## src/sv/pcdp_pkg.sv

```systemverilog
// ----------------------------------------------------------------------------
// Packed-code dot product package
// Widths, payload types and lane control shared by the block's files.
// ----------------------------------------------------------------------------
package pcdp_pkg;

  localparam int unsigned CHUNK_ELEMS = 8;
  localparam int unsigned QUERY_W     = 8 * CHUNK_ELEMS;
  localparam int unsigned LOW_W       = 7 * CHUNK_ELEMS;
  localparam int unsigned COUNT_W     = 4;
  localparam int unsigned CFG_W       = 4;
  localparam int unsigned LW_W        = 3;
  localparam int unsigned PROD_W      = 16;
  localparam int unsigned SUM_W       = PROD_W + $clog2(CHUNK_ELEMS);
  localparam int unsigned DOT_W       = 32;

  localparam logic [CFG_W-1:0] LEVEL_BITS_RESET = 4'd4;
  localparam logic [CFG_W-1:0] LEVEL_BITS_MIN   = 4'd2;
  localparam logic [CFG_W-1:0] LEVEL_BITS_MAX   = 4'd8;

  typedef logic signed [PROD_W-1:0] prod_t;
  typedef prod_t [CHUNK_ELEMS-1:0]  prod_vec_t;
  typedef logic signed [SUM_W-1:0]  chunk_sum_t;
  typedef logic signed [DOT_W-1:0]  dot_t;

  // Control that the top level hands to every lane.
  typedef struct packed {
    logic            load;
    logic [LW_W-1:0] low_width;
  } lane_ctl_t;

endpackage

```

## src/sv/pcdp_if.sv

```systemverilog
// ----------------------------------------------------------------------------
// Packed-code dot product channels
// Valid/ready channels for incoming chunk words and outgoing results.
// ----------------------------------------------------------------------------
interface pcdp_in_if;
  import pcdp_pkg::*;

  logic               valid;
  logic               ready;
  logic [QUERY_W-1:0] query_bytes;
  logic [7:0]         sign_bits;
  logic [LOW_W-1:0]   low_bits;
  logic [COUNT_W-1:0] valid_count;
  logic               last_chunk;

  modport source (output valid, query_bytes, sign_bits, low_bits, valid_count, last_chunk,
                  input ready);
  modport sink   (input valid, query_bytes, sign_bits, low_bits, valid_count, last_chunk,
                  output ready);
endinterface

interface pcdp_out_if;
  import pcdp_pkg::*;

  logic valid;
  logic ready;
  dot_t dot_product;

  modport source (output valid, dot_product, input ready);
  modport sink   (input valid, dot_product, output ready);
endinterface

```

## src/sv/pcdp_lane.sv

```systemverilog
// ----------------------------------------------------------------------------
// Packed-code dot product lane
// Decodes one element's level and registers its product with the query byte.
// ----------------------------------------------------------------------------
module pcdp_lane #(
  parameter int unsigned LANE_IDX = 0
) (
  input  logic                    clk,
  input  pcdp_pkg::lane_ctl_t     ctl,
  input  logic [7:0]              query_byte,
  input  logic                    sign_bit,
  input  logic [pcdp_pkg::LOW_W-1:0] low_bits,
  input  logic                    lane_on,
  output pcdp_pkg::prod_t         product_r
);
  import pcdp_pkg::*;

  logic [5:0]        shift_amt;
  logic [LOW_W-1:0]  low_shifted;
  logic [6:0]        code_mask;
  logic [6:0]        code;
  logic [7:0]        half;
  logic signed [8:0] level_wide;
  logic signed [7:0] level;
  logic signed [7:0] query;
  prod_t             product_nxt;

  // Element LANE_IDX starts at bit LANE_IDX * (B-1) of the packed low codes.
  assign shift_amt   = 6'(LANE_IDX * ctl.low_width);
  assign low_shifted = low_bits >> shift_amt;
  assign code_mask   = 7'((8'd1 << ctl.low_width) - 8'd1);
  assign code        = low_shifted[6:0] & code_mask;
  assign half        = 8'd1 << ctl.low_width;

  // A set sign bit keeps the low code as is; a clear one moves it below zero.
  assign level_wide  = sign_bit ? $signed({2'b00, code})
                                : $signed({2'b00, code}) - $signed({1'b0, half});
  assign level       = level_wide[7:0];
  assign query       = $signed(query_byte);
  assign product_nxt = PROD_W'(query) * PROD_W'(level);

  always_ff @(posedge clk) begin
    if (ctl.load) begin
      product_r <= lane_on ? product_nxt : '0;
    end
  end

endmodule

```

## src/sv/pcdp_merge.sv

```systemverilog
// ----------------------------------------------------------------------------
// Packed-code dot product merge
// Adds the lane products of one chunk into a registered chunk sum.
// ----------------------------------------------------------------------------
module pcdp_merge (
  input  logic                  clk,
  input  logic                  load,
  input  pcdp_pkg::prod_vec_t   products,
  output pcdp_pkg::chunk_sum_t  chunk_sum_r
);
  import pcdp_pkg::*;

  chunk_sum_t chunk_sum_nxt;

  always_comb begin
    chunk_sum_nxt = '0;
    for (int i = 0; i < CHUNK_ELEMS; i++) begin
      chunk_sum_nxt = chunk_sum_nxt + SUM_W'(products[i]);
    end
  end

  always_ff @(posedge clk) begin
    if (load) begin
      chunk_sum_r <= chunk_sum_nxt;
    end
  end

endmodule

```

## src/sv/packed_code_dot_product.sv

```systemverilog
// ----------------------------------------------------------------------------
// Packed-code dot product
// Streams chunks of multi-bit codes against an int8 query and emits the
// saturated dot product of each vector.
// ----------------------------------------------------------------------------
// The block takes one chunk word per clock cycle and never stalls its source
// while the result side is ready. The word that closes the vector passes
// through the lane product registers and the chunk sum register before its
// result is registered on the result port. The eight decode-and-multiply lanes
// register their products at the accepting edge. The adder that merges them
// then registers the chunk sum. Next, the add-and-saturate step on the running
// sum loads the output register; that step is also the loop through the
// running sum register that carries one chunk into the next. The result sits
// in an output register, so words keep flowing in while a finished result
// waits; when the result side stalls, the three stages fill and only then
// does the input side see ready drop.
// The code width B is set through the configuration port and must only change
// while no vector is in flight; out-of-range values are pinned to 2 or 8.
// ----------------------------------------------------------------------------
module packed_code_dot_product (
  input  logic                     clk,
  input  logic                     rst_n,
  pcdp_in_if.sink                  in_ch,
  pcdp_out_if.source               out_ch,
  input  logic                     cfg_we,
  input  logic [pcdp_pkg::CFG_W-1:0] cfg_wdata
);
  import pcdp_pkg::*;

  // Configuration: bits per level, B.
  logic [CFG_W-1:0] level_bits_r;
  logic [LW_W-1:0]  low_width;

  // Pipeline occupancy.
  logic s1_valid_r, s1_valid_nxt, s1_last_r;
  logic s2_valid_r, s2_valid_nxt, s2_last_r;
  logic out_free, s2_take, s2_open, s1_take, s1_open, in_accept;

  // Datapath.
  lane_ctl_t          lane_ctl;
  prod_vec_t          products;
  chunk_sum_t         chunk_sum;
  dot_t               running_sum_r, running_sum_nxt;
  logic signed [DOT_W:0] acc_wide;
  dot_t               acc_sat;
  logic               out_valid_r, out_valid_nxt;
  dot_t               out_data_r;

  always_ff @(posedge clk) begin
    if (!rst_n) begin
      level_bits_r <= LEVEL_BITS_RESET;
    end else if (cfg_we) begin
      level_bits_r <= cfg_wdata;
    end
  end

  // The low code width is B-1, with B pinned to its meaningful range.
  always_comb begin
    if (level_bits_r < LEVEL_BITS_MIN) begin
      low_width = LW_W'(LEVEL_BITS_MIN - 4'd1);
    end else if (level_bits_r > LEVEL_BITS_MAX) begin
      low_width = LW_W'(LEVEL_BITS_MAX - 4'd1);
    end else begin
      low_width = LW_W'(level_bits_r - 4'd1);
    end
  end

  // Flow control. Each stage advances when the stage after it is empty or
  // moving on. A non-final chunk leaves the sum stage without a result, so
  // only the closing chunk needs the output register to be free.
  assign out_free  = !out_valid_r || out_ch.ready;
  assign s2_take   = s2_valid_r && (!s2_last_r || out_free);
  assign s2_open   = !s2_valid_r || s2_take;
  assign s1_take   = s1_valid_r && s2_open;
  assign s1_open   = !s1_valid_r || s1_take;
  assign in_accept = in_ch.valid && s1_open;

  assign in_ch.ready = s1_open;

  // Stage one: the lanes decode and multiply in parallel.
  assign lane_ctl.load      = in_accept;
  assign lane_ctl.low_width = low_width;

  for (genvar k = 0; k < CHUNK_ELEMS; k++) begin : g_lane
    pcdp_lane #(
      .LANE_IDX (k)
    ) u_lane (
      .clk        (clk),
      .ctl        (lane_ctl),
      .query_byte (in_ch.query_bytes[8*k +: 8]),
      .sign_bit   (in_ch.sign_bits[k]),
      .low_bits   (in_ch.low_bits),
      .lane_on    (in_ch.valid_count > COUNT_W'(k)),
      .product_r  (products[k])
    );
  end

  // Stage two: the merge adder sums the lane products.
  pcdp_merge u_merge (
    .clk         (clk),
    .load        (s1_take),
    .products    (products),
    .chunk_sum_r (chunk_sum)
  );

  always_comb begin
    s1_valid_nxt = s1_valid_r;
    if (in_accept) begin
      s1_valid_nxt = 1'b1;
    end else if (s1_take) begin
      s1_valid_nxt = 1'b0;
    end
    s2_valid_nxt = s2_valid_r;
    if (s1_take) begin
      s2_valid_nxt = 1'b1;
    end else if (s2_take) begin
      s2_valid_nxt = 1'b0;
    end
  end

  always_ff @(posedge clk) begin
    if (!rst_n) begin
      s1_valid_r <= 1'b0;
      s2_valid_r <= 1'b0;
    end else begin
      s1_valid_r <= s1_valid_nxt;
      s2_valid_r <= s2_valid_nxt;
    end
  end

  always_ff @(posedge clk) begin
    if (in_accept) begin
      s1_last_r <= in_ch.last_chunk;
    end
    if (s1_take) begin
      s2_last_r <= s1_last_r;
    end
  end

  // Stage three: add the chunk sum to the running sum and saturate. The sum
  // is cleared once the closing chunk's total has gone to the output register.
  assign acc_wide = (DOT_W+1)'(running_sum_r) + (DOT_W+1)'(chunk_sum);

  always_comb begin
    if (acc_wide[DOT_W] != acc_wide[DOT_W-1]) begin
      acc_sat = acc_wide[DOT_W] ? {1'b1, {(DOT_W-1){1'b0}}} : {1'b0, {(DOT_W-1){1'b1}}};
    end else begin
      acc_sat = acc_wide[DOT_W-1:0];
    end
  end

  always_comb begin
    running_sum_nxt = running_sum_r;
    if (s2_take) begin
      running_sum_nxt = s2_last_r ? '0 : acc_sat;
    end
    out_valid_nxt = out_valid_r;
    if (s2_take && s2_last_r) begin
      out_valid_nxt = 1'b1;
    end else if (out_ch.ready) begin
      out_valid_nxt = 1'b0;
    end
  end

  always_ff @(posedge clk) begin
    if (!rst_n) begin
      running_sum_r <= '0;
      out_valid_r   <= 1'b0;
    end else begin
      running_sum_r <= running_sum_nxt;
      out_valid_r   <= out_valid_nxt;
    end
  end

  always_ff @(posedge clk) begin
    if (s2_take && s2_last_r) begin
      out_data_r <= acc_sat;
    end
  end

  assign out_ch.valid       = out_valid_r;
  assign out_ch.dot_product = out_data_r;

endmodule

```

## src/flat_wrapper.sv

```systemverilog
// flat-port wrapper written by rule: the top's interface ports become plain ports
module packed_code_dot_product_flat import pcdp_pkg::*;
  (clk, rst_n, cfg_we, cfg_wdata, in_ch_valid, in_ch_query_bytes, in_ch_sign_bits, in_ch_low_bits, in_ch_valid_count, in_ch_last_chunk, in_ch_ready, out_ch_valid, out_ch_dot_product, out_ch_ready);
  pcdp_in_if in_ch_i ();
  pcdp_out_if out_ch_i ();
  input  logic clk;
  input  logic rst_n;
  input  logic cfg_we;
  input  logic [pcdp_pkg::CFG_W-1:0] cfg_wdata;
  input wire logic [$bits(in_ch_i.valid)-1:0] in_ch_valid;
  input wire logic [$bits(in_ch_i.query_bytes)-1:0] in_ch_query_bytes;
  input wire logic [$bits(in_ch_i.sign_bits)-1:0] in_ch_sign_bits;
  input wire logic [$bits(in_ch_i.low_bits)-1:0] in_ch_low_bits;
  input wire logic [$bits(in_ch_i.valid_count)-1:0] in_ch_valid_count;
  input wire logic [$bits(in_ch_i.last_chunk)-1:0] in_ch_last_chunk;
  output wire logic [$bits(in_ch_i.ready)-1:0] in_ch_ready;
  output wire logic [$bits(out_ch_i.valid)-1:0] out_ch_valid;
  output wire logic [$bits(out_ch_i.dot_product)-1:0] out_ch_dot_product;
  input wire logic [$bits(out_ch_i.ready)-1:0] out_ch_ready;
  assign in_ch_i.valid = in_ch_valid;
  assign in_ch_i.query_bytes = in_ch_query_bytes;
  assign in_ch_i.sign_bits = in_ch_sign_bits;
  assign in_ch_i.low_bits = in_ch_low_bits;
  assign in_ch_i.valid_count = in_ch_valid_count;
  assign in_ch_i.last_chunk = in_ch_last_chunk;
  assign in_ch_ready = in_ch_i.ready;
  assign out_ch_valid = out_ch_i.valid;
  assign out_ch_dot_product = out_ch_i.dot_product;
  assign out_ch_i.ready = out_ch_ready;
  packed_code_dot_product u_core (.clk(clk), .rst_n(rst_n), .in_ch(in_ch_i), .out_ch(out_ch_i), .cfg_we(cfg_we), .cfg_wdata(cfg_wdata));
endmodule
```

## config.mk

```make
export PLATFORM = sky130hd
export DESIGN_NAME = packed_code_dot_product_flat
export DESIGN_NICKNAME = d
export VERILOG_FILES = /design/src/sv/pcdp_pkg.sv /design/src/sv/pcdp_if.sv /design/src/sv/pcdp_lane.sv /design/src/sv/pcdp_merge.sv /design/src/sv/packed_code_dot_product.sv /design/src/flat_wrapper.sv
export SDC_FILE = /design/constraint.sdc
export NUM_CORES = 2
export LEC_CHECK = 0
export BUFFER_PORTS_ARGS = -buffer_cell sky130_fd_sc_hd__buf_2
export CAP_MARGIN = 20
export CORE_ASPECT_RATIO = 0.9
export CORE_MARGIN = 2
export CORE_UTILIZATION = 55
export DETAILED_ROUTE_END_ITERATION = 16
export HOLD_SLACK_MARGIN = 0.08
export PLACE_DENSITY = 0.76
export RECOVER_POWER = 50
export SYNTH_ARGS = -nofsm -noshare
export SYNTH_HDL_FRONTEND = slang
export SYNTH_SLANG_ARGS = --single-unit
```

## constraint.sdc

```tcl
create_clock -name clk -period 18.19 [get_ports clk]
set_input_delay 3.638 -clock clk [delete_from_list [all_inputs] [get_ports clk]]
set_output_delay 3.638 -clock clk [all_outputs]
set_load 0.01 [all_outputs]
```

### After elaboration in Yosys (flattened, before gate mapping)

Index checks and enable logic that the tools add are counted.

* add/subtract/negate cells: 18
* multiply operators: 12
* order comparisons: 10
* equality and inequality tests: 1
* shift operators: 8
* mux-type cells: 19
* bitwise logic cells: 8
* reduce and logical (&&, ||, !) cells: 15

Operators with widths (count)
* 56-bit by 6-bit >> shifter with 7-bit output: 3
* 8-bit by 8-bit multiplier with 16-bit output: 8
* 56-bit by 5-bit >> shifter with 7-bit output: 2
* 32-bit two-way mux: 3
* 19-bit by 16-bit adder with 19-bit output: 4
* 8-bit two-way mux: 8
* 7-bit by 8-bit subtractor with 8-bit output: 8
* 7-bit bitwise AND: 8
* 56-bit by 3-bit >> shifter with 7-bit output: 1
* 56-bit by 4-bit >> shifter with 7-bit output: 1
* 32-bit by 19-bit adder with 33-bit output: 1
* 18-bit by 16-bit adder with 19-bit output: 1
* 17-bit by 16-bit adder with 18-bit output: 1
* 16-bit by 16-bit adder with 17-bit output: 1
* 4-bit by 3-bit > comparator with 1-bit output (second input constant): 4
* 3-bit by 3-bit multiplier with 6-bit output (first input constant): 2
* 2-bit by 3-bit multiplier with 5-bit output (first input constant): 2
* 4-bit by 1-bit > comparator with 1-bit output (second input constant): 2
* 4-bit by 2-bit > comparator with 1-bit output (second input constant): 2
* 1-bit by 3-bit << shifter with 8-bit output (first input constant): 1
* 7-bit by 1-bit subtractor with 7-bit output (second input constant): 1
* 1-bit two-way mux: 6
* 3-bit two-way mux: 2
* 2-bit nonzero test: 3
* 7 further kinds: 16

* flip-flop bits (word level): 220
* input port bits: 142
* output and inout bits: 34
* word-level logic and storage cells: 108

### Logic depth before layout (Yosys ltp)

* word-level depth: 9
* depth in mapped cells: 49
* gate-level depth less buffers: 41

### Cells and area by module

Synthesis repeated with hierarchy kept, for this count alone.

* cells, all modules: 4717
* area, all modules: 44856.8 µm²

By module, submodules not included
* pcdp_lane at u_core.g_lane[5].u_lane: instances 1, cells an instance 607, area an instance 5941.9 µm²
* pcdp_lane at u_core.g_lane[6].u_lane: instances 1, cells an instance 505, area an instance 5237.5 µm²
* pcdp_lane at u_core.g_lane[3].u_lane: instances 1, cells an instance 490, area an instance 5108.6 µm²
* packed_code_dot_product: instances 1, cells an instance 514, area an instance 4875.9 µm²
* pcdp_lane at u_core.g_lane[4].u_lane: instances 1, cells an instance 495, area an instance 4262.8 µm²
* pcdp_merge: instances 1, cells an instance 430, area an instance 4139.0 µm²
* pcdp_lane at u_core.g_lane[2].u_lane: instances 1, cells an instance 449, area an instance 4041.4 µm²
* pcdp_lane at u_core.g_lane[1].u_lane: instances 1, cells an instance 429, area an instance 3907.5 µm²
* pcdp_lane at u_core.g_lane[7].u_lane: instances 1, cells an instance 404, area an instance 3756.1 µm²
* pcdp_lane at u_core.g_lane[0].u_lane: instances 1, cells an instance 394, area an instance 3585.9 µm²

### Worst setup path after synthesis

Ideal clock, no wire load.

* kind: register to register
* from: register u_core.level_bits_r[0]
* to: register u_core.g_lane[6].u_lane.product_r[14], data pin
* setup time: 0.266 ns
* arrival: 10.341 ns
* required time: 17.924 ns
* slack: 7.583 ns
* cell stages (with the launch flop): 47
* path buffers: 9
* period minus slack after synthesis: 10.607 ns
* cell sequence: dfxtp_1 inv_1 ha_1 o21bai_1 a21oi_2 buf_2 buf_2 buf_2 buf_2 buf_2 ha_1 fa_1 clkbuf_1 inv_2 clkbuf_8 buf_1 clkbuf_1 mux2i_1 [11 not listed] fa_1 fa_1 inv_1 fa_1 inv_1 fa_1 inv_1 ha_1 o21ai_0 a21boi_0 o21ai_0 a21boi_0 o21ai_0 nand2b_1 a21o_1 a21oi_1 xor2_1 nor2_1

* cells in the longest elaborated chain, start to end: 9
* elaborated cells between the ends (all ways): 13
* those cells by class: add/sub: 3; mul: 2; order compare: 2; shift: 2; mux: 3; bitwise: 1

RTL lines
* start: declaration: RTL line packed_code_dot_product.sv:31 `logic [CFG_W-1:0] level_bits_r;`
* start signal: assignment: RTL line packed_code_dot_product.sv:53 `level_bits_r <= cfg_wdata;`
* 4-bit > comparator / 3-bit by 1-bit subtractor with 3-bit output (equally long branches): RTL line packed_code_dot_product.sv:61, packed_code_dot_product.sv:64
* 3-bit two-way mux: RTL line packed_code_dot_product.sv:61 `end else if (level_bits_r > LEVEL_BITS_MAX) begin`
* 3-bit two-way mux (*): RTL line packed_code_dot_product.sv:59 `if (level_bits_r < LEVEL_BITS_MIN) begin`
* 2-bit by 3-bit multiplier with 5-bit output / 1-bit by 3-bit << shifter with 8-bit output (equally long branches): RTL line pcdp_lane.sv:29, pcdp_lane.sv:33
* 56-bit by 6-bit >> shifter with 7-bit output / 7-bit by 1-bit subtractor with 7-bit output (equally long branches): RTL line pcdp_lane.sv:30, pcdp_lane.sv:31
* 7-bit bitwise AND: RTL line pcdp_lane.sv:32 `assign code = low_shifted[6:0] & code_mask;`
* 7-bit by 8-bit subtractor with 8-bit output: RTL line pcdp_lane.sv:37 `: $signed({2'b00, code}) - $signed({1'b0, half});`
* 8-bit two-way mux (*): RTL line pcdp_lane.sv:36 `assign level_wide = sign_bit ? $signed({2'b00, code})`
* 8-bit by 8-bit multiplier with 16-bit output (*): RTL line pcdp_lane.sv:40 `assign product_nxt = PROD_W'(query) * PROD_W'(level);`
* end signal: assignment: RTL line pcdp_lane.sv:44 `product_r <= lane_on ? product_nxt : '0;`
* end: declaration: RTL line pcdp_lane.sv:14 `output pcdp_pkg::prod_t product_r`

Mark *: on every way between the ends. The rest lies on a longest branch, timed or not.
A chain may end at the register's enable or synchronous reset.

### Worst setup path in the final report

* from: register u_core.level_bits_r[1]
* to: register u_core.g_lane[4].u_lane.product_r[14], data pin

* cells in the longest elaborated chain, start to end: 9
* elaborated cells between the ends (all ways): 12
* those cells by class: add/sub: 3; mul: 1; order compare: 2; shift: 2; mux: 3; bitwise: 1

RTL lines
* 4-bit > comparator / 3-bit by 1-bit subtractor with 3-bit output (equally long branches): RTL line packed_code_dot_product.sv:61, packed_code_dot_product.sv:64
* 3-bit two-way mux: RTL line packed_code_dot_product.sv:61
* 3-bit two-way mux (*): RTL line packed_code_dot_product.sv:59
* 1-bit by 3-bit << shifter with 8-bit output: RTL line pcdp_lane.sv:33 `assign half = 8'd1 << ctl.low_width;`
* 7-bit by 1-bit subtractor with 7-bit output: RTL line pcdp_lane.sv:31 `assign code_mask = 7'((8'd1 << ctl.low_width) - 8'd1);`
* 7-bit bitwise AND: RTL line pcdp_lane.sv:32
* 7-bit by 8-bit subtractor with 8-bit output: RTL line pcdp_lane.sv:37
* 8-bit two-way mux (*): RTL line pcdp_lane.sv:36
* 8-bit by 8-bit multiplier with 16-bit output (*): RTL line pcdp_lane.sv:40
* end signal: assignment: RTL line pcdp_lane.sv:44
* end: declaration: RTL line pcdp_lane.sv:14

Marked as above.

==> impl_metrics.ini <==
[placed_design]
place.gp.congestion = 1.02
hpwl_um = 91700
place_area_um2 = 42400
port_buffers = 175

[sta]
rsz0062_at_grt = no
max_freq_mhz = 83.7
finalCriticalPeriod_ps = 11940
setup_viol = 0
final_max_slew_viol_count = 118
finClkSkew_ps = 39.8
tns_ps = 0
finalCritPeriodShare_pct = 65.7
relSlewSlack_pct = -128
worstMarginPinSlew_ps = 3420
final-hold-violation-count = 0

[floorplanning]
io-pin-count = 176
initial_core_util_pct = 55.6
core_um2 = 73300
rows = 94
die_w_um = 291
dieArea_um2 = 76300
die_h_um = 262

[synth]
ys_ff_latch = 220
synth_enable_flop_cells = 181
synth_top_area_cell = fa_1
synth.most_common_cell = inv_1
synth_adder_area_share_pct = 37.1
ys.warnings.count = 0
synth-simple-area-share_pct = 13.5
yosysSeqAreaShare_pct = 15.3
synth_ff_type = edfxtp_1
synth_compound_area_share_pct = 10.2
netlist_instances = 4270
synth.area.mux_share_pct = 10.2
synth.area.top_cells = fa_1 (27%), edfxtp_1 (13%), ha_1 (9.7%)
avgSynthCellArea_um2 = 9.54
netlist_top_cells_count = inv_1 (828), fa_1 (548), nor2_1 (334)
synth_top_area_share_pct = 26.9
ys_types = 107
synth_area_um2 = 40800
synth_xor_area_share_pct = 4.12
syn-num-nets = 5277
async_reset_ff_share_pct = 0
synth_top_family_by_area = adder cells

[routing]
final_antenna_net_count = 0
wirelength_um = 113000
firstDrtPassIters = 6
via_per_inst = 5.98
dr.first_iter.drc_count = 2648
wl_per_cell_um = 21.1
drc_errors = 0
vias = 32083

[grt]
grtUsageTotal_pct = 30.0
grt_pass1_vias = 32760
antenna_found_initial = 17
grt_max_degree = 81
grt_pass1_wl_um = 181000
grt_overflow = 0

[worst_setup_path]
crit_arrival_ps = 12240
crit_required_ps = 18480
rrSetupSlack_ps = 6250
critPathMaxStageDelay_ps = 600
crit_type = reg -> reg
crit_top_cell = ha_1
cp_max_fo = 59
end_kind = flop
slowest_stage = ha_1
crit_path_start_kind = flop

[layout]
post-route-util_pct = 59.1
layout-drive-gt1-share_pct = 9.62
post-route-cell-area_um2 = 43300
fin_nets = 5382
area_growth_pct = 6.30

[clock_tree]
cts_buffer_depth = 3
htree_levels = 1
cts.clk_slew.worst_paths_ps = 60
cts_setup_buffers = 0
cts_resized = 0
cts_root_buffer = clkbuf_16
cts_tree = done
insertion_delay_ps = 570
cts_hold_buffers = 0
cts_sinks = 220
cts_buffers = 26

[job]
cap_violations = 4

[run_status]
status = finished, violations left
violations = capacitance limit, slew limit

[worst_hold_path]
hold_class = reg -> reg
logic make-up after synthesis:
family	after synthesis
adder cells (fa/ha/maj)	885
XOR/XNOR	188
multiplexers	250
flip-flops	220
AND/OR/NAND/NOR	1112
AO/OA/AOI/OAI	634
buffers and inverters	981
state kept, by name (all words and copies together) (netlist names):
signal,cells
u_core.g_lane.u_lane.product_r,128
u_core.level_bits_r,4
u_core.s1_last_r,1
u_core.out_ch.dot_product,32
u_core.u_merge.chunk_sum_r,19
u_core.out_ch.valid,1
u_core.running_sum_r,32
u_core.s2_valid_r,1
u_core.s1_valid_r,1
u_core.s2_last_r,1
critical path, delay by kind of cell (launching register included):
kind,cells,cell delay (ps)
adder cells (fa/ha/maj),9,4290
AO/OA/AOI/OAI,12,2560
buffers and inverters,9,1960
AND/OR/NAND/NOR,8,1850
flip-flops,1,560
XOR/XNOR,2,340
path summary, 6_finish.rpt:
kind	startpoint	end	cells past startpoint
worst max-delay path	u_core.level_bits_r[1]	u_core.g_lane[4].u_lane.product_r[14]	40
worst min-delay path	u_core.s1_last_r	u_core.s2_last_r	0
worst max register to register	u_core.level_bits_r[1]	u_core.g_lane[4].u_lane.product_r[14]	40
worst min register to register	u_core.s1_last_r	u_core.s2_last_r	0
per-stage QoR:
stage,instances,hold slack [ps],setup WS [ps]
after global placement,5303,403,6710
after floorplan,4270,400,7580
after CTS,5353,442,6360
after global routing,5361,446,5200
final,5364,436,6250
after detailed placement,5305,427,6370
cell type report:
type | count | area [um^2]
antenna | 9 | 22.5
clock buffer | 31 | 701
clock inverter | 17 | 208
fill | 6166 | 30000
inverter | 836 | 3140
multi-input combinational | 3069 | 30700
sequential | 220 | 6220
tap | 960 | 1200
timing repair buffer | 222 | 1170
per-layer routing:
layer / vias to the layer above / routed length, um / part of all wire [%] / GRT usage, %
li1: 14277 / - / - / -
met1: 15735 / 44500 / 39 / 39.8
met2: 1642 / 51000 / 45 / 47.2
met3: 417 / 11300 / 9.9 / 6.14
met4: 12 / 6590 / 5.8 / 14.6
met5: - / 82 / 0.072 / 0
layout by cell type (no fill, tap or decap), types with 139 or more instances in the layout:
cell type	n
a21oi_1	178
and2_1	211
buf_2	139
edfxtp_1	181
fa_1	548
ha_1	317
inv_1	828
nand2_1	234
nor2_1	333
o21ai_0	146
xnor2_1	150
Power is left out: the tool's default activity adds up to more than one toggle a clock period on the data nets, which glitch-free logic cannot reach.
